## config.mk

```make
export PLATFORM = sky130hd
export DESIGN_NAME = aprm_queue
export DESIGN_NICKNAME = d
export VERILOG_FILES = /design/src/rtl/aprm_pkg.sv /design/src/rtl/aprm_queue.sv
export SDC_FILE = /design/constraint.sdc
export NUM_CORES = 1
export LEC_CHECK = 0
export BUFFER_PORTS_ARGS = -buffer_cell sky130_fd_sc_hd__buf_2
export CAP_MARGIN = 30
export CORE_ASPECT_RATIO = 1.5
export CORE_MARGIN = 1
export CORE_UTILIZATION = 40
export CTS_BUF_LIST = sky130_fd_sc_hd__clkbuf_16
export DETAILED_ROUTE_END_ITERATION = 10
export SETUP_SLACK_MARGIN = 0.5
export SLEW_MARGIN = 20
export SYNTH_ARGS = -nofsm -noshare
export SYNTH_HDL_FRONTEND = slang
export SYNTH_SLANG_ARGS = --single-unit
```

## constraint.sdc

```tcl
create_clock -name i_clk -period 3.9 [get_ports i_clk]
set_input_delay 0.585 -clock i_clk [delete_from_list [all_inputs] [get_ports i_clk]]
set_output_delay 0.585 -clock i_clk [all_outputs]
set_load 0.02 [all_outputs]
```

## src/rtl/aprm_pkg.sv

```systemverilog
`timescale 1ns / 1ps
package aprm_pkg;

    localparam int LP_MAX_WINDOW  = 65536;
    localparam int LP_SAMPLE_BITS = 16;

    // fixed port and state widths
    localparam int LP_SAMPLE_W = 16;
    localparam int LP_LEVEL_W  = 16;
    localparam int LP_LEN_W    = 17;
    localparam int LP_SUM_W    = 47;
    // wide enough for the largest supported window
    localparam int LP_CNT_W    = 21;

    // window results waiting for the divide and root
    localparam int LP_Q_DEPTH = 4;
    localparam int LP_QPTR_W  = $clog2(LP_Q_DEPTH);
    localparam int LP_QLVL_W  = $clog2(LP_Q_DEPTH + 1);

    // square root operates on the quotient padded to an even width
    localparam int LP_SQV_W  = LP_SUM_W + 1;
    localparam int LP_ROOT_W = LP_SQV_W / 2;
    localparam int LP_SREM_W = LP_ROOT_W + 4;
    localparam int LP_STEP_W = $clog2(LP_SUM_W);

    typedef struct packed {
        logic [LP_LEVEL_W-1:0] peak;
        logic [LP_CNT_W-1:0]   count;
        logic                  ovf;
        logic [LP_SUM_W-1:0]   sum;
    } t_window;

endpackage

```

## src/rtl/aprm_queue.sv

```systemverilog
`timescale 1ns / 1ps
module aprm_queue
    import aprm_pkg::*;
(
    input  logic                 i_clk,
    input  logic                 i_rst_n,
    input  logic                 i_push,
    input  t_window              i_data,
    input  logic                 i_pop,
    output t_window              o_data,
    output logic [LP_QLVL_W-1:0] o_level
);

    t_window              r_mem [LP_Q_DEPTH];
    logic [LP_QPTR_W-1:0] r_wr, r_rd;
    logic [LP_QLVL_W-1:0] r_level;
    logic                 w_pop;

    assign w_pop = i_pop & (r_level != '0);

    always_ff @(posedge i_clk) begin
        if (i_push) begin
            r_mem[r_wr] <= i_data;
        end
    end

    always_ff @(posedge i_clk) begin
        if (!i_rst_n) begin
            r_wr    <= '0;
            r_rd    <= '0;
            r_level <= '0;
        end else begin
            if (i_push) begin
                r_wr <= r_wr + LP_QPTR_W'(1);
            end
            if (w_pop) begin
                r_rd <= r_rd + LP_QPTR_W'(1);
            end
            r_level <= r_level + LP_QLVL_W'(i_push) - LP_QLVL_W'(w_pop);
        end
    end

    assign o_data  = r_mem[r_rd];
    assign o_level = r_level;

endmodule

```

==> results of run 1 <==
cell usage in the layout, fill, tap and decap left out, drive strengths merged:
cell,synthesis,layout
edfxtp,340,340
buf,19,184
mux4,85,85
clkbuf,0,31
clkinv,0,14
inv,6,12
dfxtp,9,9
and2,8,8
ha,6,6
mux2i,4,4
bufinv,0,3
nand2,2,2
nand2b,2,2
clkinvlp,0,2
diode,0,1
o31a,1,1
xor2,1,1
o311ai,1,1
nor2b,1,1
xnor3,1,1
fa,1,1
stage by stage:
stage,instances,util
after floorplan,487,-
after global placement,1057,0.452
after detailed placement,1057,0.452
after CTS,1113,0.483
after global routing,1113,0.483
final,1114,0.483
registers in the layout (all words and copies together) (netlist names), named ones only:
register	cells
o_level	3
r_mem	340
r_rd	2
r_wr	2
worst reg2reg max path: stages, from the launching register on:
cell	delay [ns]
sky130_fd_sc_hd__dfxtp_1	0.35
sky130_fd_sc_hd__o31a_1	0.37
sky130_fd_sc_hd__ha_1	0.29
sky130_fd_sc_hd__inv_1	0.04
sky130_fd_sc_hd__ha_1	0.19
sky130_fd_sc_hd__fa_1	0.40
sky130_fd_sc_hd__xnor3_1	0.18
sky130_fd_sc_hd__and2_1	0.16
cell usage after synthesis (all sizes together):
cell type,n,area (sq um)
xnor3,1,22.5
buf,19,195
o31a,1,8.76
dfxtp,9,180
nor2b,1,6.26
nand2,2,7.51
fa,1,20.0
mux2i,4,40.0
mux4,85,1910
edfxtp,340,10200
o311ai,1,8.76
and2,8,50.1
ha,6,75.1
xor2,1,8.76
inv,6,22.5
nand2b,2,12.5
power by group:
group / switching [mW] / internal, mW
clock: 1.27 / 1.64
sequential: 0.139 / 4.32
combinational: 0.954 / 0.783
cell families after synthesis:
kind of cell / Yosys count / synth area share
buffers and inverters: 25 / 0.0170
adders and majority gates: 7 / 0.00744
xor gates and xnor gates: 2 / 0.00245
AOI/OAI and AO/OA: 2 / 0.00137
DFF: 349 / 0.813
muxes: 89 / 0.153
and+or+nand+nor: 13 / 0.00597
routing by layer:
| layer | up-vias | GRT usage | part of all wire |
|---|---|---|---|
| met5 | - | 0 | 0.00034 |
| met4 | 2 | 0.0482 | 0.025 |
| li1 | 2483 | - | - |
| met1 | 2961 | 0.172 | 0.39 |
| met3 | 43 | 0.0303 | 0.059 |
| met2 | 193 | 0.264 | 0.53 |
area by class of cell:
class	count	area share
multi-input combinational	113	0.145
inverter	6	0.00149
antenna	1	0.000166
timing repair buffer	184	0.0665
clock buffer	31	0.0514
tap	405	0.0336
sequential	349	0.689
clock inverter	25	0.0132
how the worst min path moves through the flow:
stage | end | slack, ns | depth (start not counted)
global route | r_mem[2][12] | 0.20 | 1
detailed placement | flop | 0.48 | 2
floorplan | flop | 0.45 | 2
finish | r_mem[0][47] | 0.23 | 1
global placement | flop | 0.45 | 2
CTS | r_mem[2][12] | 0.20 | 1
==> impl_metrics.json, run 1 <==
{
  "status": "complete, no violations",
  "nNetsFinal": 781,
  "synth.net_count": 583,
  "critical_path_buf_inv_count": 2,
  "setup_repair_after_global_routing_missed_its_margin": "no",
  "r2r_path_start": "o_level[1]",
  "worst-setup-path-type": "reg2out",
  "place_congestion": 0.711,
  "post_drt_wl_per_cell_microns": 21.1,
  "gr-total-overflow": 0,
  "finalWorstSetupSlack_ns": 0.844,
  "grt_pass1_wl_microns": 35900,
  "timing.final.setup_violations": 0,
  "max_slew_vio_count": 0,
  "number_of_gates_on_the_worst_path_with_buffers_counted": 3,
  "storage_cell_area_sq_mm": 0.0104,
  "clkSinkCount": 349,
  "drtAntennaViolNets": 0,
  "drt-pass1-iter-count": 4,
  "post_cts_resize_count": 0,
  "cts.repair_timing.setup_buffer_count": 0,
  "timing.slew.headroom": 0.436,
  "period_minus_slack_ns": 3.06,
  "remaining_drc_errors": 0,
  "route.detailed.vias_per_inst": 5.10,
  "cts.root.buffer_cell": "sky130_fd_sc_hd__clkbuf_16",
  "worst_skew_pair.late_latency_ns": 0.56,
  "grtUsageTotal": 0.147,
  "critPathMaxFanout": 23,
  "design.die.area_sq_mm": 0.0327,
  "dieWidth_microns": 148,
  "cts_max_level": 1,
  "grt_pass1_vias": 6338,
  "cp-start-kind": "flop",
  "multi_input_area_sq_mm": 0.00218,
  "fin_worst_skew_ns": 0.0222,
  "worst_setup_path_endpoint": "o_data[48]",
  "critical_path.reg2reg.endpoint": "o_level[2]",
  "hold_viol": 0,
  "setup.worst_path.end_class": "output port",
  "dr.first_iter.drc_count": 190,
  "flow.area_growth_from_synthesis_pct": 18.1,
  "placement.cell_area_sq_mm": 0.0141,
  "placementRows": 79,
  "fillCellCount": 2629,
  "cp_data_arrival_time_ns": 2.47,
  "powerDensity_mw_per_mm2": 603,
  "max-cap-violations": 0,
  "placement.setup.worst_slack_ns": 1.33,
  "grt_antenna_before_repair": 2,
  "timing.critical_path.cells": "buf_4, mux4_2, buf_2",
  "cts_tree": "built",
  "worst_hold_startpoint": "i_data[47]",
  "finalWirelength_microns": 23500,
  "synth-seq-cells": 349,
  "layout.cell_area.non_filler_sq_mm": 0.0151,
  "cellLeakagePower_nw": 5.05,
  "die_span_in_y_microns": 221,
  "tns_ns": 0,
  "synthesized_area_divided_by_synthesized_cell_count_sq_um": 26.2,
  "rrSetupSlack_ns": 1.81,
  "timing.critical_path.slowest_cell_delay_ns": 0.66,
  "critPathSlowestCell": "sky130_fd_sc_hd__dfxtp_4",
  "initial_utilization": 0.409,
  "place_hpwl_microns": 14200,
  "synth.cell_area_sq_mm": 0.0128,
  "power.ir.vdd_worst_mv": 0.356,
  "numPortBuffers": 176,
  "synth_cell_type_count": 20,
  "achievable-frequency_mhz": 327,
  "num_io_pins": 177,
  "final_total_power_mw": 9.11,
  "floorplan_core_area_sq_mm": 0.0312,
  "finalHoldWorstSlack_ns": 0.230,
  "post_route_cells_drive_above_1_share": 0.448,
  "synthesis.yosys.warnings": 0,
  "routed-via-count": 5682,
  "seq_area_frac_synth": 0.813,
  "cp_top_family": "flip-flops",
  "postSynthCellCount": 487,
  "worst-r2r-cell-count": 7,
  "path_clk_slew_ns": 0.07,
  "number_of_buffers_on_the_longest_clock_path": 3,
  "hold_path_class": "in2reg",
  "layout_worst_path_cycle_share": 0.784,
  "holdBufCountCts": 0,
  "worstMarginPinSlew_ns": 0.846,
  "maximum_number_of_pins_on_one_net_before_global_route_repair": 54,
  "tritoncts.num_buffers": 31,
  "critPathRequiredTime_ns": 3.31
}
No activity file was read; power rests on OpenSTA's default activity.
==> inputs of run 2 (changes only) <==
==> constraint.sdc (replaced) <==
create_clock -name i_clk -period 2.45 [get_ports i_clk]
set_input_delay 0.3675 -clock i_clk [delete_from_list [all_inputs] [get_ports i_clk]]
set_output_delay 0.3675 -clock i_clk [all_outputs]
set_load 0.02 [all_outputs]
==> run 2 against run 1 <==
Net effect: clock skew decreased by 0.0035 ns; clock-buffer cell count grew 4; power grew 74%; die area unchanged; first-iteration DRC count is 75% higher; global-route usage is 0.48 points higher; non-clock buffer count is 21 higher; register-to-register slack lost 1.3 ns; flip-flop and latch count stayed put; via count rose by 2.1%; critical path type unchanged; critical endpoint is now o_data[12]; largest cell class unchanged; largest power group unchanged.
==> impl_metrics.json, run 2 (synthesis gave the netlist of run 1 again) <==
{
  "status": "complete, no violations",
  "setup.worst_path.end_class": "output port",
  "num_io_pins": 177,
  "tritoncts.num_buffers": 34,
  "finalWirelength_microns": 24800,
  "critPathMaxFanout": 8,
  "path_clk_slew_ns": 0.06,
  "powerDensity_mw_per_mm2": 1000,
  "largest_register": "r_mem",
  "die_span_in_y_microns": 221,
  "setup_repair_after_global_routing_missed_its_margin": "yes",
  "timing.slew.headroom": 0.610,
  "cp-start-kind": "flop",
  "dr.first_iter.drc_count": 333,
  "power.ir.vdd_worst_mv": 0.799,
  "grt_pass1_vias": 6353,
  "flip_flop_count_of_the_largest_register_after_layout": 340,
  "initial_utilization": 0.409,
  "tns_ns": 0,
  "cp_top_family": "buffers and inverters",
  "final_core_util": 0.507,
  "number_of_buffers_on_the_longest_clock_path": 3,
  "gr-total-overflow": 0,
  "layout_worst_path_cycle_share": 0.942,
  "place_hpwl_microns": 14200,
  "maximum_number_of_pins_on_one_net_before_global_route_repair": 52,
  "grt_pass1_wl_microns": 36700,
  "grtUsageTotal": 0.151,
  "hold_path_class": "in2reg",
  "drtAntennaViolNets": 0,
  "drt-pass1-iter-count": 4,
  "max-cap-violations": 0,
  "post_route_cells_drive_above_1_share": 0.472,
  "placementRows": 79,
  "worst-setup-path-type": "reg2out",
  "period_minus_slack_ns": 2.31,
  "hold_viol": 0,
  "highest_count_cells_in_the_layout_ignoring_fill_and_taps": "340 x sky130_fd_sc_hd__edfxtp_1, 148 x sky130_fd_sc_hd__buf_2, 85 x sky130_fd_sc_hd__mux4_2, 39 x sky130_fd_sc_hd__clkbuf_16, 29 x sky130_fd_sc_hd__buf_6",
  "most_common_cell_after_layout_fill_and_taps_aside": "sky130_fd_sc_hd__edfxtp_1",
  "routed-via-count": 5799,
  "cts.root.buffer_cell": "sky130_fd_sc_hd__clkbuf_16",
  "post_drt_wl_per_cell_microns": 21.7,
  "max_slew_vio_count": 0,
  "cts_max_level": 2,
  "fillCellCount": 2543,
  "timing.critical_path.slowest_cell_delay_ns": 0.52,
  "dieWidth_microns": 148,
  "flow.area_growth_from_synthesis_pct": 23.8,
  "critical_path_buf_inv_count": 3,
  "fin_worst_skew_ns": 0.0187,
  "timing.final.setup_violations": 0,
  "numPortBuffers": 176,
  "cellLeakagePower_nw": 5.37,
  "worst_hold_startpoint": "i_data[78]",
  "route.detailed.vias_per_inst": 5.08,
  "timing.critical_path.cells": "buf_4, clkbuf_16, mux4_2, buf_2",
  "worst_skew_pair.late_latency_ns": 0.51,
  "floorplan_core_area_sq_mm": 0.0312,
  "remaining_drc_errors": 0,
  "clkSinkCount": 349,
  "place_congestion": 0.705,
  "cts_tree": "built",
  "cp_data_arrival_time_ns": 1.94,
  "critPathRequiredTime_ns": 2.08,
  "design.die.area_sq_mm": 0.0327,
  "critPathSlowestCell": "sky130_fd_sc_hd__mux4_2",
  "grt_antenna_before_repair": 4,
  "achievable-frequency_mhz": 433,
  "nNetsFinal": 805,
  "r2r_path_start": "o_level[2]",
  "worstMarginPinSlew_ns": 0.578
}
[run 2: timing repair]
action / 4_1_cts / 5_1_grt
hold endpoints to repair: 0 / 0
gates cloned: 1 / 6
hold buffers: 0 / 0
gates resized for setup: 3 / 71
pin swaps: 1 / 4
setup endpoints to repair: 87 / 87
setup buffers: 3 / 6
[run 2: worst paths after layout]
path	depth (start not counted)	slack, ns	end
max	4	0.14	o_data[12]
min	1	0.07	r_mem[3][78]
max reg2reg	7	0.55	o_level[2]
min reg2reg	2	0.50	flop
[run 2: worst reg2reg max path, stage by stage, from the launching register on]
cell and delay (ns):
sky130_fd_sc_hd__dfxtp_4 0.34, sky130_fd_sc_hd__o31a_1 0.34, sky130_fd_sc_hd__ha_4 0.28, sky130_fd_sc_hd__inv_2 0.04, sky130_fd_sc_hd__ha_4 0.14, sky130_fd_sc_hd__fa_2 0.33
sky130_fd_sc_hd__xnor3_1 0.18, sky130_fd_sc_hd__and2_1 0.14
[run 2: layout make-up]
cell class / instances / area [sq um] / area share
Antenna cell: 4 / 10.0 / 0.000632
Timing Repair Buffer: 205 / 1540 / 0.0970
Clock buffer: 35 / 876 / 0.0553
Inverter: 6 / 22.5 / 0.00142
Multi-Input combinational cell: 113 / 2210 / 0.140
Sequential cell: 349 / 10400 / 0.657
Clock inverter: 25 / 263 / 0.0166
Tap cell: 405 / 507 / 0.0320
[run 2: per-stage QoR]
stage / cell area [sq um] / hold slack, ns / std cells / setup WS [ns] / power, mW
finish: 15800 / 0.0718 / 1142 / 0.141 / 15.9
global route: 15800 / 0.0422 / 1139 / 0.0615 / 16.5
CTS: 15400 / 0.0374 / 1126 / 0.103 / 15.5
detailed placement: 14200 / 0.476 / 1062 / 0.452 / 10.2
global placement: 14200 / 0.473 / 1062 / 0.485 / 10.1
floorplan: 12800 / 0.449 / 487 / 0.504 / 9.28
[run 2: metal layers]
layer  routed length [microns]  global-route usage
met5                        17                   0
met4                       557              0.0535
met3                      1310              0.0375
met2                     13600               0.277
met1                      9240               0.168
[run 2: power by group]
group	total, mW	internal [mW]	switching, mW	leakage, nW
registers	6.98	6.89	0.0955	3.20
logic	3.61	1.78	1.83	1.59
clock network	5.29	3.22	2.07	0.584
total	15.9	11.9	4.00	5.37
